`src/rtl/rtsf_pkg.sv`:
```
package rtsf_pkg;

  localparam int NUM_COLS  = 8;
  localparam int NUM_ATOMS = 4;
  localparam int COL_W     = 32;
  localparam int FLD_W     = 3;
  localparam int TAG_W     = 4;
  localparam int HASH_W    = 64;
  localparam int IDX_W     = 3;

  localparam logic [HASH_W-1:0] MIX_C1 = 64'hbf58476d1ce4e5b9;
  localparam logic [HASH_W-1:0] MIX_C2 = 64'h94d049bb133111eb;

  localparam int SHIFT_A = 30;
  localparam int SHIFT_B = 27;
  localparam int SHIFT_C = 31;

  typedef enum logic [1:0] {
    MODE_ONE    = 2'd0,
    MODE_BOTH   = 2'd1,
    MODE_EITHER = 2'd2,
    MODE_CNF    = 2'd3
  } mode_t;

  typedef enum logic [IDX_W-1:0] {
    REG_HASH_SEED   = 3'd0,
    REG_EXPR_MODE   = 3'd1,
    REG_ATOM_FIELDS = 3'd2,
    REG_ATOM_VALUE0 = 3'd3,
    REG_ATOM_VALUE1 = 3'd4,
    REG_ATOM_VALUE2 = 3'd5,
    REG_ATOM_VALUE3 = 3'd6
  } cfg_reg_t;

  localparam logic [NUM_ATOMS*FLD_W-1:0] ATOM_FIELDS_RST = 12'd1672;

  // settled configuration plus the keys derived from it
  typedef struct packed {
    mode_t                                expr_mode;
    logic [NUM_ATOMS*FLD_W-1:0]           atom_fields;
    logic [NUM_ATOMS-1:0][COL_W-1:0]      atom_value;
    logic [HASH_W-1:0]                    seed_mix;
    logic [NUM_ATOMS-1:0][TAG_W-1:0]      atom_tag;
  } keys_t;

endpackage

```
`src/rtl/rtsf_merge.sv`:
```
// Packs lane tags into the row code and evaluates the predicate on tags and
// on the exact-value atom hits carried down the pipe.
module rtsf_merge import rtsf_pkg::*; (
  input  logic [NUM_COLS-1:0][TAG_W-1:0] tags,
  input  logic [NUM_ATOMS-1:0]           exact_hit,
  input  keys_t                          keys,
  output logic [8*TAG_W-1:0]             row_code,
  output logic                           candidate,
  output logic                           exact_match
);

  logic [NUM_ATOMS-1:0] tag_hit;
  logic [FLD_W-1:0]     fld;

  function automatic logic combine(mode_t mode, logic [NUM_ATOMS-1:0] a);
    logic r;
    case (mode)
      MODE_ONE:    r = a[0];
      MODE_BOTH:   r = a[0] & a[1];
      MODE_EITHER: r = (a[0] & a[1]) | a[2];
      MODE_CNF:    r = (a[0] | a[2]) & (a[1] | a[3]);
      default:     r = 1'b0;
    endcase
    return r;
  endfunction

  always_comb begin
    row_code = '0;
    for (int j = 0; j < NUM_COLS; j++) begin
      row_code[j*TAG_W +: TAG_W] = tags[j];
    end
  end

  always_comb begin
    tag_hit = '0;
    fld     = '0;
    for (int k = 0; k < NUM_ATOMS; k++) begin
      fld = keys.atom_fields[k*FLD_W +: FLD_W];
      if (int'(fld) < NUM_COLS) begin
        tag_hit[k] = (tags[fld] == keys.atom_tag[k]);
      end
    end
  end

  assign candidate   = combine(keys.expr_mode, tag_hit);
  assign exact_match = combine(keys.expr_mode, exact_hit);

endmodule

```
`config.mk`:
```
export PLATFORM = sky130hd
export DESIGN_NAME = rtsf_merge
export DESIGN_NICKNAME = d
export VERILOG_FILES = /design/src/rtl/rtsf_pkg.sv /design/src/rtl/rtsf_merge.sv
export SDC_FILE = /design/constraint.sdc
export NUM_CORES = 1
export LEC_CHECK = 0
export BUFFER_PORTS_ARGS = -buffer_cell sky130_fd_sc_hd__clkbuf_2
export CAP_MARGIN = 0
export CORE_AREA = 2 2 112 114
export DETAILED_ROUTE_END_ITERATION = 8
export DIE_AREA = 0 0 114 116
export PLACE_DENSITY = 0.54
export SLEW_MARGIN = 20
export SYNTH_ARGS = -nofsm -noshare
export SYNTH_HDL_FRONTEND = slang
export SYNTH_SLANG_ARGS = --single-unit
```
`constraint.sdc`:
```
create_clock -name vclk -period 3.6
set_clock_uncertainty 0.15 [all_clocks]
set_input_delay 0.72 -clock vclk [all_inputs]
set_output_delay 0.72 -clock vclk [all_outputs]
set_load 0.01 [all_outputs]
```
==> flow_summary_export.csv <==
group,metric,value,unit
routing,drc,0,
synth,syn_area_per_cell,10.87,sq um
cells_and_area,drive_above_1_share,67.89,%
synth,synth-seq-area-share,0,%
routing,drtAntennaViolNets,0,
status,run_status,"finished, final reports clean",
sta,timing.final.crit_share,94.64,%
floorplanning,pin_count,292,
synth,synth_compound_area_share,2.511,%
critical_path,cp_top_family,"multiplexers",
critical_path,worst_ep_required_time,2.73,ns
power,power.internal,124.7,uW
hold_path,worstHoldEndpoint,"row_code[8]",
global_routing,track_usage,8.408,%
cells_and_area,area.growth.synth_to_final,26.75,%
synth,synth.area.mux_share,61.65,%
power,power.switching,121.9,uW
hold_path,hold_depth,2,
placed_design,placed_cells,337,
critical_path,critical_path_class,"input pin to primary output",
critical_path,cp-end-kind,"primary output",
sta,grt_setup_unrepaired,"no",
flow_run,maxCapViolations,0,
sta,setup_violations,0,
sta,worstMarginPinSlew,0.3355,ns
placed_design,port-buffer-count,100,
cells_and_area,design.seq.count,0,
clocking,cts_hold_buf,0,
routing,dr.pass1.iters,4,
cells_and_area,finalNetCount,450,
critical_path,worstPathArrival,2.54,ns
sta,timing.slew.headroom,76.99,%
clocking,cts_resized,0,
cells_and_area,regArea,0,sq um
critical_path,critPathSlowestCell,"mux4_2",
synth,yosys_warnings,0,
routing,vias_per_cell,4.062,
synth,synth-adder-area-share,0,%
synth,netlist_instances,133,
power,netSwitchingFraction,49.44,%
power,p_comb_share,100.0,%
floorplanning,dieHeight,116,um
global_routing,grt_pass1_wl,8355,um
power,pwr-share-seq,0,%
power,p_leak,0.8373,nW
floorplanning,num_rows,40,
floorplanning,start_util,12.13,%
synth,synthXorXnorAreaFrac,9.697,%
synth,synth_top_family_by_area,"multiplexers",
routing,drt-total-wl,5756,um
sta,max_freq,293.5,MHz
sta,maxSlewViolCount,0,
routing,drt_iter0_drc,28,
routing,routedWlPerCell,17.08,um
power,powerDensity,134.6,mW/mm^2
floorplanning,core,0.01191,sq mm
placed_design,dp_hpwl,5059,um
synth,syn-cell-area,0.001445,sq mm
clocking,post-cts-setup-buffers,0,
cells_and_area,finalNonFillerCells,337,
global_routing,grt_start_max_net_pins,13,
sta,period_needed,3.407,ns
critical_path,critPathMaxStageDelay,0.52,ns
placed_design,routabilityCongestion,0.7861,
critical_path,path_buf_inv,2,
cells_and_area,antenna_cells,0,
hold_path,hold_path_class,"input pin to primary output",
synth,synth_simple_gate_area_share,4.589,%
global_routing,grt_pass1_vias,1308,
hold_path,hp-start,"tags[8]",
power,vdd_drop_max,59.62,uV
floorplanning,die_area,0.01322,sq mm
routing,route.vias.total,1369,
floorplanning,die_w,114,um
sta,hold_viol,0,
critical_path,critPathMaxFanout,9,
critical_path,start_kind,"input pin",
critical_path,worstPathCellList,"clkbuf_4, mux4_2, mux2i_1, xor2_1, nand2_1, nor4_1, o31a_1, clkbuf_2",
cells_and_area,nClkBuffers,0,
synth,syn_nets,391,
global_routing,grt-ovfl-total,0,
synth,ys_types,19,
cells_and_area,final.fill_count,1344,
global_routing,antenna_found_initial,0,
power,clkPwrFrac,0,%
sta,tns,0,ns
## layout by cell type, fill, tap and decap left out, types with 3 or more instances in the layout
master    instances
clkbuf_2         98
mux2i_1          25
mux4_2           28
nand2_1           3
nand4_1           3
xnor2_1           6
xor2_1           10
## cell type report
class | count | area [sq um] | share of cell area (%)
timing repair buffer | 100 | 503.0 | 27.46
inverter | 2 | 7.507 | 0.4098
multi-input combinational | 88 | 1137 | 62.09
tap | 147 | 183.9 | 10.04
## per-layer routing
layer  global-route usage, %  part of all wire, %  vias up
met3                  0.6799                  7.3        0
met4                  0.4878                    0        0
met1                   13.19                   49      668
met2                   13.10                   44       95
met5                       0                    0        -
li1                        -                    -      606
## worst max-delay path by stage
stage,start,endpoint,slack [ns],depth (start not counted)
after floorplan,keys[217],candidate,0.57,7
after global placement,keys[217],candidate,0.11,8
after detailed placement,keys[217],candidate,0.07,8
after CTS,keys[217],candidate,0.07,8
after global routing,keys[216],candidate,0.006,8
final,keys[217],candidate,0.19,8
## cells in the mapped netlist, drive strengths merged
master | n | area, sq um
a211oi | 1 | 7.510
a21oi | 2 | 10.01
buf | 40 | 292.8
clkbuf | 3 | 11.26
inv | 2 | 7.510
mux2i | 26 | 260.3
mux4 | 28 | 630.6
nand2 | 3 | 11.26
nand3 | 1 | 5.000
nand3b | 2 | 15.01
nand4 | 3 | 18.77
nor2 | 1 | 3.750
nor4 | 2 | 12.51
o21ai | 2 | 10.01
o31a | 1 | 8.760
xnor2 | 6 | 52.55
xor2 | 10 | 87.58
## per-stage QoR
step	setup WS (ns)	total power [mW]	util (%)	hold WS, ns	instance area, sq um
global route	0.005856	0.2687	15.38	1.548	1832
floorplan	0.5709	0.1701	-	1.382	1445
finish	0.1931	0.2466	15.38	1.536	1832
detailed placement	0.06951	0.2485	15.33	1.537	1826
global placement	0.1062	0.2445	15.33	1.530	1826
CTS	0.07082	0.2489	15.33	1.538	1826
## power groups by stage
stage	combinational (mW)	sequential, mW	clock, mW
after global placement	0.245	0	0
after global routing	0.269	0	0
after CTS	0.249	0	0
after floorplan	0.170	0	0
final	0.247	0	0
after detailed placement	0.248	0	0
## cells by family (layout without fill, tap and decap cells)
logic type | Yosys count | count (layout)
xor+xnor | 16 | 16
mux | 54 | 54
simple gates | 12 | 12
compound gates | 6 | 6
buf+inv | 45 | 102
(Power assumes the default switching activity.)
